==> src/hdl/tidwt_pkg.sv <==
// shared types for the tile inverse wavelet core
package tidwt_pkg;

   localparam int DATA_W = 16;

   typedef logic signed [DATA_W-1:0] sample_type;
   typedef logic signed [DATA_W:0]   opnd_type;

   typedef enum logic [1:0] {
      TAIL_TWO   = 2'd0,
      TAIL_THREE = 2'd1,
      TAIL_FOUR  = 2'd2
   } tail_type;

   typedef struct packed {
      logic     start;
      logic     src_scratch;
      tail_type tail;
   } line_ctl_type;

   typedef struct packed {
      logic busy;
      logic done;
   } line_stat_type;

endpackage

==> src/hdl/tidwt_alu.sv <==
// shared lifting unit: optional truncating halving of a sum, add, saturate
module tidwt_alu import tidwt_pkg::*; (
   input  opnd_type   a_in,
   input  opnd_type   b_in,
   input  opnd_type   c_in,
   input  logic       halve,
   output sample_type y_out
);

   logic signed [DATA_W+1:0] sum_ab;
   logic signed [DATA_W+1:0] half_ab;
   logic signed [DATA_W+1:0] sel_ab;
   logic signed [DATA_W+2:0] total;

   always_comb begin
      sum_ab  = (DATA_W+2)'(a_in) + (DATA_W+2)'(b_in);
      half_ab = (sum_ab + $signed({{(DATA_W+1){1'b0}}, sum_ab[DATA_W+1]})) >>> 1;
      sel_ab  = halve ? half_ab : sum_ab;
      total   = (DATA_W+3)'(sel_ab) + (DATA_W+3)'(c_in);
      if (total[DATA_W+2:DATA_W-1] == '0 || total[DATA_W+2:DATA_W-1] == '1) begin
         y_out = total[DATA_W-1:0];
      end else if (total[DATA_W+2]) begin
         y_out = {1'b1, {(DATA_W-1){1'b0}}};
      end else begin
         y_out = {1'b0, {(DATA_W-1){1'b1}}};
      end
   end

endmodule

==> src/hdl/tidwt_line.sv <==
// one inverse lifting line: sequencer around the shared lifting unit
module tidwt_line import tidwt_pkg::*; #(
   parameter int AW = 12,
   parameter int CW = 7
) (
   input  logic          clock,
   input  logic          reset,
   input  line_ctl_type  ctl,
   input  logic [AW-1:0] cfg_lo,
   input  logic [AW-1:0] cfg_hi,
   input  logic [AW-1:0] cfg_d,
   input  logic [AW-1:0] cfg_stride,
   input  logic [CW-1:0] cfg_nh,
   input  sample_type    rd_data,
   output logic [AW-1:0] rd_addr,
   output logic          wr_en,
   output logic [AW-1:0] wr_addr,
   output sample_type    wr_data,
   output line_stat_type stat
);

   typedef enum logic [16:0] {
      L_IDLE = 17'h00001,
      L_RH0  = 17'h00002,
      L_RL0  = 17'h00004,
      L_X0   = 17'h00008,
      L_RH1  = 17'h00010,
      L_RL1  = 17'h00020,
      L_X2   = 17'h00040,
      L_W0   = 17'h00080,
      L_W1   = 17'h00100,
      L_TA   = 17'h00200,
      L_TB   = 17'h00400,
      L_TRD  = 17'h00800,
      L_TXN  = 17'h01000,
      L_TW0  = 17'h02000,
      L_TW1  = 17'h04000,
      L_TW2  = 17'h08000,
      L_TW3  = 17'h10000
   } lstate_type;

   lstate_type    st_ff, st_in;
   logic [AW-1:0] lp_ff, lp_in, hp_ff, hp_in, dp_ff, dp_in;
   logic [CW-1:0] j_ff, j_in;
   sample_type    h0_ff, h0_in, h1_ff, h1_in, x0_ff, x0_in;
   sample_type    x1_ff, x1_in, x2_ff, x2_in, xn_ff, xn_in;
   logic          done_ff, done_in;

   opnd_type   a_op, b_op, c_op, neg_h0, neg_h1, two_h0, rd_ext;
   logic       halve;
   sample_type alu_y;
   tail_type   tail_go;

   tidwt_alu u_alu (
      .a_in  (a_op),
      .b_in  (b_op),
      .c_in  (c_op),
      .halve (halve),
      .y_out (alu_y)
   );

   always_comb begin
      neg_h0 = -opnd_type'(h0_ff);
      neg_h1 = -opnd_type'(h1_ff);
      two_h0 = opnd_type'(h0_ff) <<< 1;
      rd_ext = opnd_type'(rd_data);
      tail_go = ctl.tail;

      a_op = '0;
      b_op = '0;
      c_op = '0;
      halve = 1'b0;

      st_in = st_ff;
      lp_in = lp_ff;
      hp_in = hp_ff;
      dp_in = dp_ff;
      j_in  = j_ff;
      h0_in = h0_ff;
      h1_in = h1_ff;
      x0_in = x0_ff;
      x1_in = x1_ff;
      x2_in = x2_ff;
      xn_in = xn_ff;
      done_in = 1'b0;
      rd_addr = hp_ff;
      wr_en   = 1'b0;
      wr_addr = dp_ff;
      wr_data = x0_ff;

      case (st_ff)
         L_IDLE: begin
            if (ctl.start) begin
               lp_in = cfg_lo;
               hp_in = cfg_hi;
               dp_in = cfg_d;
               st_in = L_RH0;
            end
         end
         L_RH0: begin
            rd_addr = hp_ff;
            st_in = L_RL0;
         end
         L_RL0: begin
            rd_addr = lp_ff;
            h0_in = rd_data;
            st_in = L_X0;
         end
         L_X0: begin
            a_op = rd_ext;
            c_op = neg_h0;
            x0_in = alu_y;
            x2_in = alu_y;
            j_in = CW'(1);
            if (cfg_nh > CW'(1)) begin
               st_in = L_RH1;
            end else if (tail_go == TAIL_TWO) begin
               st_in = L_TA;
            end else begin
               st_in = L_TRD;
            end
         end
         L_RH1: begin
            rd_addr = hp_ff + cfg_stride;
            hp_in = hp_ff + cfg_stride;
            st_in = L_RL1;
         end
         L_RL1: begin
            rd_addr = lp_ff + cfg_stride;
            lp_in = lp_ff + cfg_stride;
            h1_in = rd_data;
            st_in = L_X2;
         end
         L_X2: begin
            a_op = neg_h0;
            b_op = neg_h1;
            halve = 1'b1;
            c_op = rd_ext;
            x2_in = alu_y;
            st_in = L_W0;
         end
         L_W0: begin
            wr_en = 1'b1;
            wr_data = x0_ff;
            dp_in = dp_ff + cfg_stride;
            a_op = opnd_type'(x0_ff);
            b_op = opnd_type'(x2_ff);
            halve = 1'b1;
            c_op = two_h0;
            x1_in = alu_y;
            st_in = L_W1;
         end
         L_W1: begin
            wr_en = 1'b1;
            wr_data = x1_ff;
            dp_in = dp_ff + cfg_stride;
            x0_in = x2_ff;
            h0_in = h1_ff;
            j_in = j_ff + CW'(1);
            if (j_ff + CW'(1) < cfg_nh) begin
               st_in = L_RH1;
            end else if (tail_go == TAIL_TWO) begin
               st_in = L_TA;
            end else begin
               st_in = L_TRD;
            end
         end
         L_TA: begin
            wr_en = 1'b1;
            wr_data = x2_ff;
            dp_in = dp_ff + cfg_stride;
            a_op = opnd_type'(x2_ff);
            c_op = two_h0;
            x1_in = alu_y;
            st_in = L_TB;
         end
         L_TB: begin
            wr_en = 1'b1;
            wr_data = x1_ff;
            done_in = 1'b1;
            st_in = L_IDLE;
         end
         L_TRD: begin
            rd_addr = lp_ff + cfg_stride;
            lp_in = lp_ff + cfg_stride;
            st_in = L_TXN;
         end
         L_TXN: begin
            if (tail_go == TAIL_THREE) begin
               a_op = rd_ext;
               c_op = neg_h0;
            end else begin
               a_op = neg_h0;
               halve = 1'b1;
               c_op = rd_ext;
            end
            xn_in = alu_y;
            st_in = L_TW0;
         end
         L_TW0: begin
            wr_en = 1'b1;
            wr_data = x2_ff;
            dp_in = dp_ff + cfg_stride;
            a_op = opnd_type'(xn_ff);
            b_op = opnd_type'(x2_ff);
            halve = 1'b1;
            c_op = two_h0;
            x1_in = alu_y;
            st_in = L_TW1;
         end
         L_TW1: begin
            wr_en = 1'b1;
            wr_data = x1_ff;
            dp_in = dp_ff + cfg_stride;
            st_in = L_TW2;
         end
         L_TW2: begin
            wr_en = 1'b1;
            wr_data = xn_ff;
            dp_in = dp_ff + cfg_stride;
            rd_addr = lp_ff + cfg_stride;
            if (tail_go == TAIL_FOUR) begin
               st_in = L_TW3;
            end else begin
               done_in = 1'b1;
               st_in = L_IDLE;
            end
         end
         L_TW3: begin
            a_op = opnd_type'(xn_ff);
            b_op = rd_ext;
            halve = 1'b1;
            wr_en = 1'b1;
            wr_data = alu_y;
            done_in = 1'b1;
            st_in = L_IDLE;
         end
         default: begin
            st_in = L_IDLE;
         end
      endcase

      stat.busy = (st_ff != L_IDLE);
      stat.done = done_ff;
   end

   always_ff @(posedge clock) begin
      if (reset) begin
         st_ff   <= L_IDLE;
         done_ff <= 1'b0;
      end else begin
         st_ff   <= st_in;
         done_ff <= done_in;
      end
      lp_ff <= lp_in;
      hp_ff <= hp_in;
      dp_ff <= dp_in;
      j_ff  <= j_in;
      h0_ff <= h0_in;
      h1_ff <= h1_in;
      x0_ff <= x0_in;
      x1_ff <= x1_in;
      x2_ff <= x2_in;
      xn_ff <= xn_in;
   end

endmodule
==> config.mk <==
export PLATFORM = sky130hd
export DESIGN_NAME = tidwt_line
export DESIGN_NICKNAME = d
export VERILOG_FILES = /design/src/hdl/tidwt_pkg.sv /design/src/hdl/tidwt_alu.sv /design/src/hdl/tidwt_line.sv
export SDC_FILE = /design/constraint.sdc
export NUM_CORES = 1
export LEC_CHECK = 0
export BUFFER_PORTS_ARGS = -buffer_cell sky130_fd_sc_hd__buf_2
export CAP_MARGIN = 20
export CORE_AREA = 2 2 204 206
export DETAILED_ROUTE_END_ITERATION = 8
export DIE_AREA = 0 0 206 208
export PLACE_DENSITY = 0.45
export SYNTH_ARGS = -nofsm -noshare
export SYNTH_HDL_FRONTEND = slang
export SYNTH_SLANG_ARGS = --single-unit
export TNS_END_PERCENT = 100
==> constraint.sdc <==
create_clock -name clock -period 8.9 [get_ports clock]
set_input_delay 1.335 -clock clock [delete_from_list [all_inputs] [get_ports clock]]
set_output_delay 1.335 -clock clock [all_outputs]
set_load 0.005 [all_outputs]
==> impl_metrics.tcl, run 1 <==
set metrics [dict create \
    status "complete, but fails checks" \
    violations "setup timing" \
    overflow 0 \
    finalNonFillerCells 2185 \
    vias 11710 \
    fin_util 0.3982 \
    wl_per_cell_um 19.93 \
    leakage_nw 7.041 \
    hp-start "st_ff[1]" \
    skew_ns 0.01132 \
    rr_startpoint "h1_ff[1]" \
    async_flop_share 0 \
    die_w_um 206 \
    ys_ff_latch 157 \
    insertion_delay_ns 0.44 \
    nFillCells 4137 \
    clock.fmax_mhz 110.9 \
    gp_congestion 0.8797 \
    layout-drive-gt1-share 0.3097 \
    first_pass_iters 7 \
    start_kind "flip-flop" \
    initialDrtViolationCount 1308 \
    multi_input_area_um2 7630 \
    synth_edf_count 139 \
    layout_min_cycle_time_ns 9.021 \
    min_path_type "flip-flop to flip-flop" \
    synth.avg_cell_area_um2 9.130 \
    die_area_um2 42850 \
    drtAntennaViolNets 0 \
    crit_path_max_fanout 10 \
    setup_slack_ns -0.1206 \
    critPathRequiredTime_ns 7.57 \
    synth.largest_area_cell "edfxtp_1" \
    critical_path.startpoint "h1_ff[1]" \
    htree_levels 4 \
    wirelength_mm 43.55 \
    fin_tns_setup_ns -0.8904 \
    route.detailed.drc 0 \
    die-height_um 208 \
    hold_viol_final 0 \
    portBuffers 118 \
    antenna_found_initial 3 \
    max_slew_margin 0.2839 \
    slowest_delay_ns 0.42 \
    dpl_cell_area_um2 14710 \
    synthTopCellsByArea "edfxtp_1 (35%), ha_1 (8.1%), nand2_1 (5.6%), a222oi_1 (5.5%), xnor2_1 (3.9%)" \
    yosysSeqAreaShare 0.3774 \
    cts_hold_buf 0 \
    syn_nets 1476 \
    power.total_mw 1.847 \
    rsz0062_at_grt "yes" \
    setup_viol 14 \
    start_util 0.2963 \
    numCtsBuffers 17 \
    slowest_stage "or3b_4" \
    fin_nets 1797 \
    synth_top_area_frac 0.3474 \
    hold_ws_ns 0.5210 \
    core-area_um2 40550 \
    ys_warn_count 0 \
    critPathCaptureType "output port" \
    track_usage 0.2043 \
    ir_worst_vdd_mv 0.09798 \
    regArea_um2 4534 \
    clockBufferDepth 2 \
    fin_area_um2 16150 \
    period_share 1.014 \
    boundaryPins 120 \
    place_ws_ns -0.4737 \
    dp.cells 2129 \
    grt_pass1_vias 11420 \
    worstPathArrival_ns 7.69 \
    viasPerCell 5.357 \
    syn_area_um2 12020 \
    worst_slew_pin_slew_ns 1.074 \
    powerDensity_nw_per_um2 114.4 \
    clk_pin_slew_ns 0.07 \
    setup.worst_path.class "flip-flop to output port" \
    grt_max_degree 42 \
    layout_commonest_cell "buf_4" \
    finalMaxSlewViolations 0 \
    grt_pass1_wl_mm 66.75 \
    cts_num_sinks 157 \
    hpwl_mm 33.88 \
    layout_common_cells "buf_4 (221), nand2_1 (172), edfxtp_1 (139)" \
    areaGrowthSynthToFinish_pct 34.40 \
    maxCapViolCount 0 \
    cts_tree "done" \
    root_buffer "clkbuf_16" \
    synth_cell_type_count 76 \
    syn-instance-count 1316 \
    fp-row-count 74 \
    synth_ff_type "edfxtp_1" \
    cp_common_cell "buf_6" \
]
## power breakdown
part / switching, mW / internal, mW
clock network: 0.324 / 0.490
registers: 0.00948 / 0.815
logic: 0.118 / 0.0906
total: 0.451 / 1.40
## registers in the layout (all words and copies together) (netlist names)
signal	count
done_ff	1
h0_ff	16
h1_ff	16
hp_ff	12
j_ff	7
lp_ff	12
st_ff	17
wr_addr	12
x0_ff	16
x1_ff	16
x2_ff	16
xn_ff	16
## layout make-up
type                       instances  share of cell area
sequential                       157              0.2808
tap                              532             0.04122
timing repair buffer             352              0.1497
clock buffer                      25             0.03611
inverter                          61             0.01418
antenna                            3           0.0004649
multi-input combinational       1048              0.4725
clock inverter                     7            0.005036
## Yosys cell counts (12+ instances only)
| cell | count |
|---|---|
| nand2_1 | 180 |
| edfxtp_1 | 139 |
| nor2_1 | 106 |
| ha_1 | 78 |
| o21ai_0 | 77 |
| a21oi_1 | 69 |
| a222oi_1 | 66 |
| inv_1 | 60 |
| xnor2_1 | 53 |
| nor3_1 | 44 |
| xor2_1 | 42 |
| clkbuf_1 | 33 |
| nand3_1 | 24 |
| a21o_1 | 23 |
| a22oi_1 | 20 |
| dfxtp_1 | 18 |
| o21a_1 | 17 |
| and2_1 | 16 |
| nand2b_1 | 16 |
| or3_1 | 14 |
| a31oi_1 | 13 |
| mux2_2 | 13 |
| nor2b_1 | 13 |
| nor4_1 | 12 |
## kinds of logic (layout without fill, tap and decap cells)
family,after synthesis,in the layout,synth area share
xor+xnor,95,95,0.06925
fa+ha+maj,83,83,0.08956
other cells,0,3,0
flops,157,157,0.3774
buf+inv,111,445,0.03686
simple gates,492,492,0.1987
mux,14,14,0.01333
compound gates,364,364,0.2149
## worst paths after layout
path | slack, ns | cells after the start | endpoint
worst min register to register | 0.52 | 2 | st_ff[2]
worst max register to register | 1.36 | 34 | x0_ff[14]
worst max-delay path | -0.12 | 35 | wr_data[5]
worst min-delay path | 0.52 | 2 | st_ff[2]
## metal layers
layer  part of all wire  up-vias  track usage  wire (um)
met5                  0        -            0          0
li1                   -     5660            -          -
met1               0.44     5580       0.2747      19340
met2               0.47      413       0.3379      20610
met4              0.026        0      0.06281       1147
met3              0.056       53      0.02867       2448
## worst max-delay path: cells and delay by family, from the launching register on
family	cells	cell delay, ns
DFF	1	0.40
and+or+nand+nor	9	1.64
xor gates and xnor gates	1	0.13
adders and majority gates	5	1.42
buffers and inverters	9	1.27
AOI/OAI and AO/OA	11	2.36
## what timing repair did
| item | in CTS | in global routing |
|---|---|---|
| gates resized for setup | 79 | 65 |
| endpoints found under the setup margin | 16 | 16 |
| pin swaps | 19 | 24 |
| buffers inserted | 6 | 15 |
(Power assumes the default switching activity.)
==> inputs of run 2 (changes only) <==
==> constraint.sdc (replaced) <==
create_clock -name clock -period 8.9 [get_ports clock]
set_input_delay 0.445 -clock clock [delete_from_list [all_inputs] [get_ports clock]]
set_output_delay 0.445 -clock clock [all_outputs]
set_load 0.005 [all_outputs]
==> run 2 against run 1 <==
Against the previous run: first-iteration DRC count is 13% lower; die area is the same; the run now ends clean; non-clock buffer count fell by 149; final cell count shrank 6.9%; via count down 4.5%; total power down 5.1%; sequential cell count unchanged; largest cell class unchanged; count of clock-buffer cells in the layout shrank 8; clock skew grew 0.0045 ns.
==> impl_metrics.tcl, run 2 (same netlist as run 1, synthesis figures left out) <==
set metrics [dict create \
    route.detailed.drc 0 \
    hp-start "ctl[1]" \
    grt_max_degree 34 \
    overflow 0 \
    boundaryPins 120 \
    clock.fmax_mhz 117.4 \
    start_util 0.2963 \
    finalMaxSlewViolations 0 \
    fin_tns_setup_ns 0 \
    cp-endpoint "wr_data[0]" \
    critPathRequiredTime_ns 8.46 \
    rsz0062_at_grt "yes" \
    wl_per_cell_um 20.88 \
    vias 11180 \
    worstPathArrival_ns 8.07 \
    largest_register "st_ff" \
    numCtsBuffers 17 \
    critPathCaptureType "output port" \
    setup.worst_path.class "flip-flop to output port" \
    power.total_mw 1.752 \
    clockBufferDepth 2 \
    worst_slew_pin_slew_ns 1.027 \
    fin_util 0.3581 \
    reg2regPathDepth 35 \
    skew_ns 0.01581 \
    rr_startpoint "h1_ff[0]" \
    cts_hold_buf 0 \
    antenna_found_initial 3 \
    fp-row-count 74 \
    htree_levels 4 \
    areaGrowthSynthToFinish_pct 20.88 \
    first_pass_iters 7 \
    maxCapViolCount 0 \
    gp_congestion 0.9328 \
    start_kind "flip-flop" \
    grt_pass1_wl_mm 64.11 \
    track_usage 0.1965 \
    grt_pass1_vias 10780 \
    crit_path_max_fanout 7 \
    fin_nets 1648 \
    slowest_stage "edfxtp_1" \
    die_area_um2 42850 \
    min_path_type "input port to flip-flop" \
    max_slew_margin 0.3138 \
    period_share 0.9568 \
    layout_commonest_cell "nand2_1" \
    finalNonFillerCells 2035 \
    leakage_nw 6.103 \
    dp.cells 1998 \
    wirelength_mm 42.49 \
    clk_pin_slew_ns 0.07 \
    layout_common_cells "nand2_1 (179), edfxtp_1 (139), buf_2 (118)" \
    root_buffer "clkbuf_16" \
    layout-drive-gt1-share 0.2032 \
    status "finished, final reports clean" \
    layout_min_cycle_time_ns 8.516 \
    setup_viol 0 \
    hold_viol_final 0 \
    cts_tree "done" \
    largest_register_ffs 17 \
    drtAntennaViolNets 0 \
    initialDrtViolationCount 1134 \
    core-area_um2 40550 \
    regToRegEndpoint "x0_ff[2]" \
    portBuffers 118 \
    die_w_um 206 \
    critical_path.startpoint "h1_ff[0]" \
    cts_num_sinks 157 \
    insertion_delay_ns 0.44 \
    ir_worst_vdd_mv 0.1015 \
    die-height_um 208 \
    slowest_delay_ns 0.42 \
    r2r_slack_ns 1.02 \
    hpwl_mm 32.51 \
    powerDensity_nw_per_um2 120.6 \
    viasPerCell 5.496 \
]
run 2: cell types whose count changed in the layout (fill, tap and decap cells not counted), sizes merged:
cell / before / now
buf: 352 / 203
clkbuf: 25 / 17
clkinv: 3 / 6
clkinvlp: 1 / 2
diode: 3 / 2
inv: 63 / 67
run 2: power by group:
| group | internal [mW] | switching [mW] | leakage [nW] |
|---|---|---|---|
| logic | 0.0888 | 0.117 | 4.41 |
| clock network | 0.390 | 0.332 | 0.271 |
| registers | 0.814 | 0.00942 | 1.43 |
run 2: metal layers:
layer  track usage  routed length (um)
met1        0.2665               19030
met2        0.3191               19930
met3       0.02506                2215
met4       0.07069                1298
met5             0                  13
run 2: worst max-delay path: cells and delay by family, from the launching register on:
kind	cells	cell delay, ns
buffers and inverters	6	0.78
DFF	1	0.42
muxes	1	0.33
and+or+nand+nor	13	2.67
adders and majority gates	4	0.99
AOI/OAI and AO/OA	11	2.33
xor gates and xnor gates	1	0.09
run 2: area by class of cell:
| cell class | instances | area [um2] |
|---|---|---|
| inverters | 61 | 229.0 |
| repair buffers | 203 | 1279 |
| fillers | 4261 | 26030 |
| diodes | 2 | 5.005 |
| clock buffers | 17 | 425.4 |
| well taps | 532 | 665.6 |
| clock inverters | 15 | 136.4 |
| multi-input cells | 1048 | 7249 |
| flip-flops and latches | 157 | 4534 |
run 2: worst min-delay path by stage:
stage | end | cells past startpoint
finish | st_ff[9] | 2
global route | st_ff[9] | 2
CTS | st_ff[9] | 2
detailed placement | st_ff[2] | 2
global placement | st_ff[2] | 2
floorplan | st_ff[2] | 2
run 2: what timing repair did:
action                                  CTS  global route
endpoints found under the setup margin   15            16
gates resized for setup                   4            38
pin swaps                                 1             7
setup buffers                             0             3
run 2: through the flow:
stage / hold WS [ns] / cell area [um2] / worst slack, ns
floorplan: 0.4740 / 12020 / 1.074
global placement: 0.5000 / 13760 / 0.3682
detailed placement: 0.5086 / 13760 / 0.3344
CTS: 0.1955 / 14330 / 0.004116
global route: 0.2065 / 14520 / -0.1058
finish: 0.2123 / 14520 / 0.3842
==> inputs of run 3 (changes only) <==
--- a/config.mk
+++ b/config.mk
@@ -8,6 +8,7 @@
 export BUFFER_PORTS_ARGS = -buffer_cell sky130_fd_sc_hd__buf_2
 export CAP_MARGIN = 20
 export CORE_AREA = 2 2 204 206
+export CTS_BUF_LIST = sky130_fd_sc_hd__clkbuf_4
 export DETAILED_ROUTE_END_ITERATION = 8
 export DIE_AREA = 0 0 206 208
 export PLACE_DENSITY = 0.45
==> run 3 against run 2 <==
Against the previous run: clock skew grew 0.016 ns; wire length is 0.29% lower; highest routed layer unchanged; sequential share of layout area up 0.27 points; sequential cell count is the same; hold slack lost 0.11 ns; critical endpoint unchanged.
==> impl_metrics.tcl, run 3 (same netlist as run 1, synthesis figures left out) <==
set metrics [dict create \
    switchingPower_uw 418.6 \
    vias 11210 \
    cts_tree "done" \
    leakage_nw 6.014 \
    hold_end "h1_ff[3]" \
    worstPathArrival_ns 8.03 \
    slowest_stage "edfxtp_1" \
    htree_levels 4 \
    die_w_um 206 \
    seqPwrFrac 0.562 \
    crit_family "simple AND/OR/NAND/NOR gates" \
    layout-drive-gt1-share 0.2184 \
    viasPerCell 5.477 \
    grt_max_degree 34 \
    overflow 0 \
    largest_register_ffs 17 \
    critPathRequiredTime_ns 8.46 \
    crit_path_max_fanout 6 \
    clockBufferDepth 2 \
    wirelength_mm 42.37 \
    die_area_um2 42850 \
    powerDensity_nw_per_um2 101.7 \
    crit_buf_inv 5 \
    worst_slew_pin_slew_ns 1.015 \
    skew_ns 0.03193 \
    initialDrtViolationCount 1159 \
    insertion_delay_ns 0.58 \
    cp_common_cell "nor3_2" \
    core-area_um2 40550 \
    areaGrowthSynthToFinish_pct 19.88 \
    hold_depth 1 \
    intPower_mw 1.046 \
    setup.worst_path.class "flip-flop to output port" \
    gp_congestion 0.9328 \
    clock.fmax_mhz 118.0 \
    hp-start "rd_data[3]" \
    power.total_mw 1.465 \
    r2r_slack_ns 1.26 \
    comb_power_share 0.141 \
    start_util 0.2963 \
    grt_pass1_wl_mm 64.27 \
    fp-row-count 74 \
    finalMaxSlewViolations 0 \
    grt_pass1_vias 10810 \
    nFillCells 4293 \
    layout_commonest_cell "nand2_1" \
    die-height_um 208 \
    numCtsBuffers 17 \
    hpwl_mm 32.51 \
    setup_viol 0 \
    track_usage 0.1964 \
    maxCapViolCount 0 \
    status "finished, final reports clean" \
    fin_nets 1658 \
    rsz0062_at_grt "yes" \
    clk_pin_slew_ns 0.15 \
    portBuffers 118 \
    min_path_type "input port to flip-flop" \
    layout_min_cycle_time_ns 8.472 \
    slowest_delay_ns 0.44 \
    route.detailed.drc 0 \
    swShare 0.2857 \
    max_slew_margin 0.3218 \
    clkPwrFrac 0.297 \
    hold_viol_final 0 \
    regToRegEndpoint "x0_ff[12]" \
    ir_worst_vdd_mv 0.07641 \
    first_pass_iters 9 \
    period_share 0.9519 \
    largest_register "st_ff" \
    reg2regPathDepth 35 \
    wl_per_cell_um 20.70 \
    critPathCaptureType "output port" \
    layout_common_cells "nand2_1 (179), edfxtp_1 (139), buf_2 (118)" \
    start_kind "flip-flop" \
    antenna_found_initial 5 \
    drtAntennaViolNets 0 \
    boundaryPins 120 \
    fin_util 0.3552 \
    rr_startpoint "h1_ff[0]" \
    root_buffer "clkbuf_4" \
    cts_num_sinks 157 \
]
[run 3: changes by cell type in the layout (fill, tap and decap cells not counted), sizes merged]
cell	change
diode	+2
buf	+8
dlygate4sd3	+2
[run 3: layout make-up]
cell class                      instances  area, um2  area share
Antenna cell                            4      10.01   0.0006949
Timing Repair Buffer                  213       1363     0.09460
Clock inverter                         15      136.4    0.009468
Multi-Input combinational cell       1048       7337      0.5094
Tap cell                              532      665.6     0.04621
Inverter                               61      229.0     0.01590
Sequential cell                       157       4536      0.3149
Clock buffer                           17      127.6    0.008860
[run 3: what timing repair did]
| item | CTS | global route |
|---|---|---|
| endpoints found under the hold margin | 1 | 0 |
| pin swaps | 2 | 24 |
| endpoints found under the setup margin | 16 | 16 |
| hold buffers | 2 | 0 |
| gates resized for setup | 14 | 50 |
| buffers inserted | 2 | 9 |
[run 3: metrics by stage]
stage	cell area [um2]	instances	worst slack [ns]	hold WS, ns	setup TNS, ns
floorplan	12020	1316	1.074	0.4740	0
global placement	13760	1998	0.3682	0.5000	0
detailed placement	13760	1998	0.3344	0.5086	0
CTS	14130	2034	0.01146	0.04806	0
global route	14400	2046	-0.04682	0.06310	-0.1884
finish	14400	2047	0.4278	0.1062	0
[run 3: per-layer routing]
layer	global-route usage	part of all wire
met5	0	0.00031
met4	0.06724	0.026
met3	0.02538	0.055
met2	0.3190	0.47
met1	0.2675	0.45
[run 3: worst max-delay path by stage]
stage	from	to	slack [ns]	depth (start not counted)
detailed placement	h1_ff[0]	wr_data[0]	0.33	37
floorplan	h1_ff[0]	wr_data[6]	1.07	33
finish	h1_ff[0]	wr_data[0]	0.43	36
CTS	h1_ff[0]	wr_data[0]	0.01	37
global placement	h1_ff[0]	wr_data[0]	0.37	37
global route	h1_ff[0]	wr_data[0]	-0.05	36
[run 3: power groups by stage]
stage | logic [mW] | registers, mW | clock network (mW)
2_1_floorplan | 0.134 | 0.838 | 0
3_3_place_gp | 0.204 | 0.840 | 0
3_5_place_dp | 0.206 | 0.840 | 0
4_1_cts | 0.208 | 0.823 | 0.453
5_1_grt | 0.232 | 0.826 | 0.480
6_report | 0.206 | 0.823 | 0.435
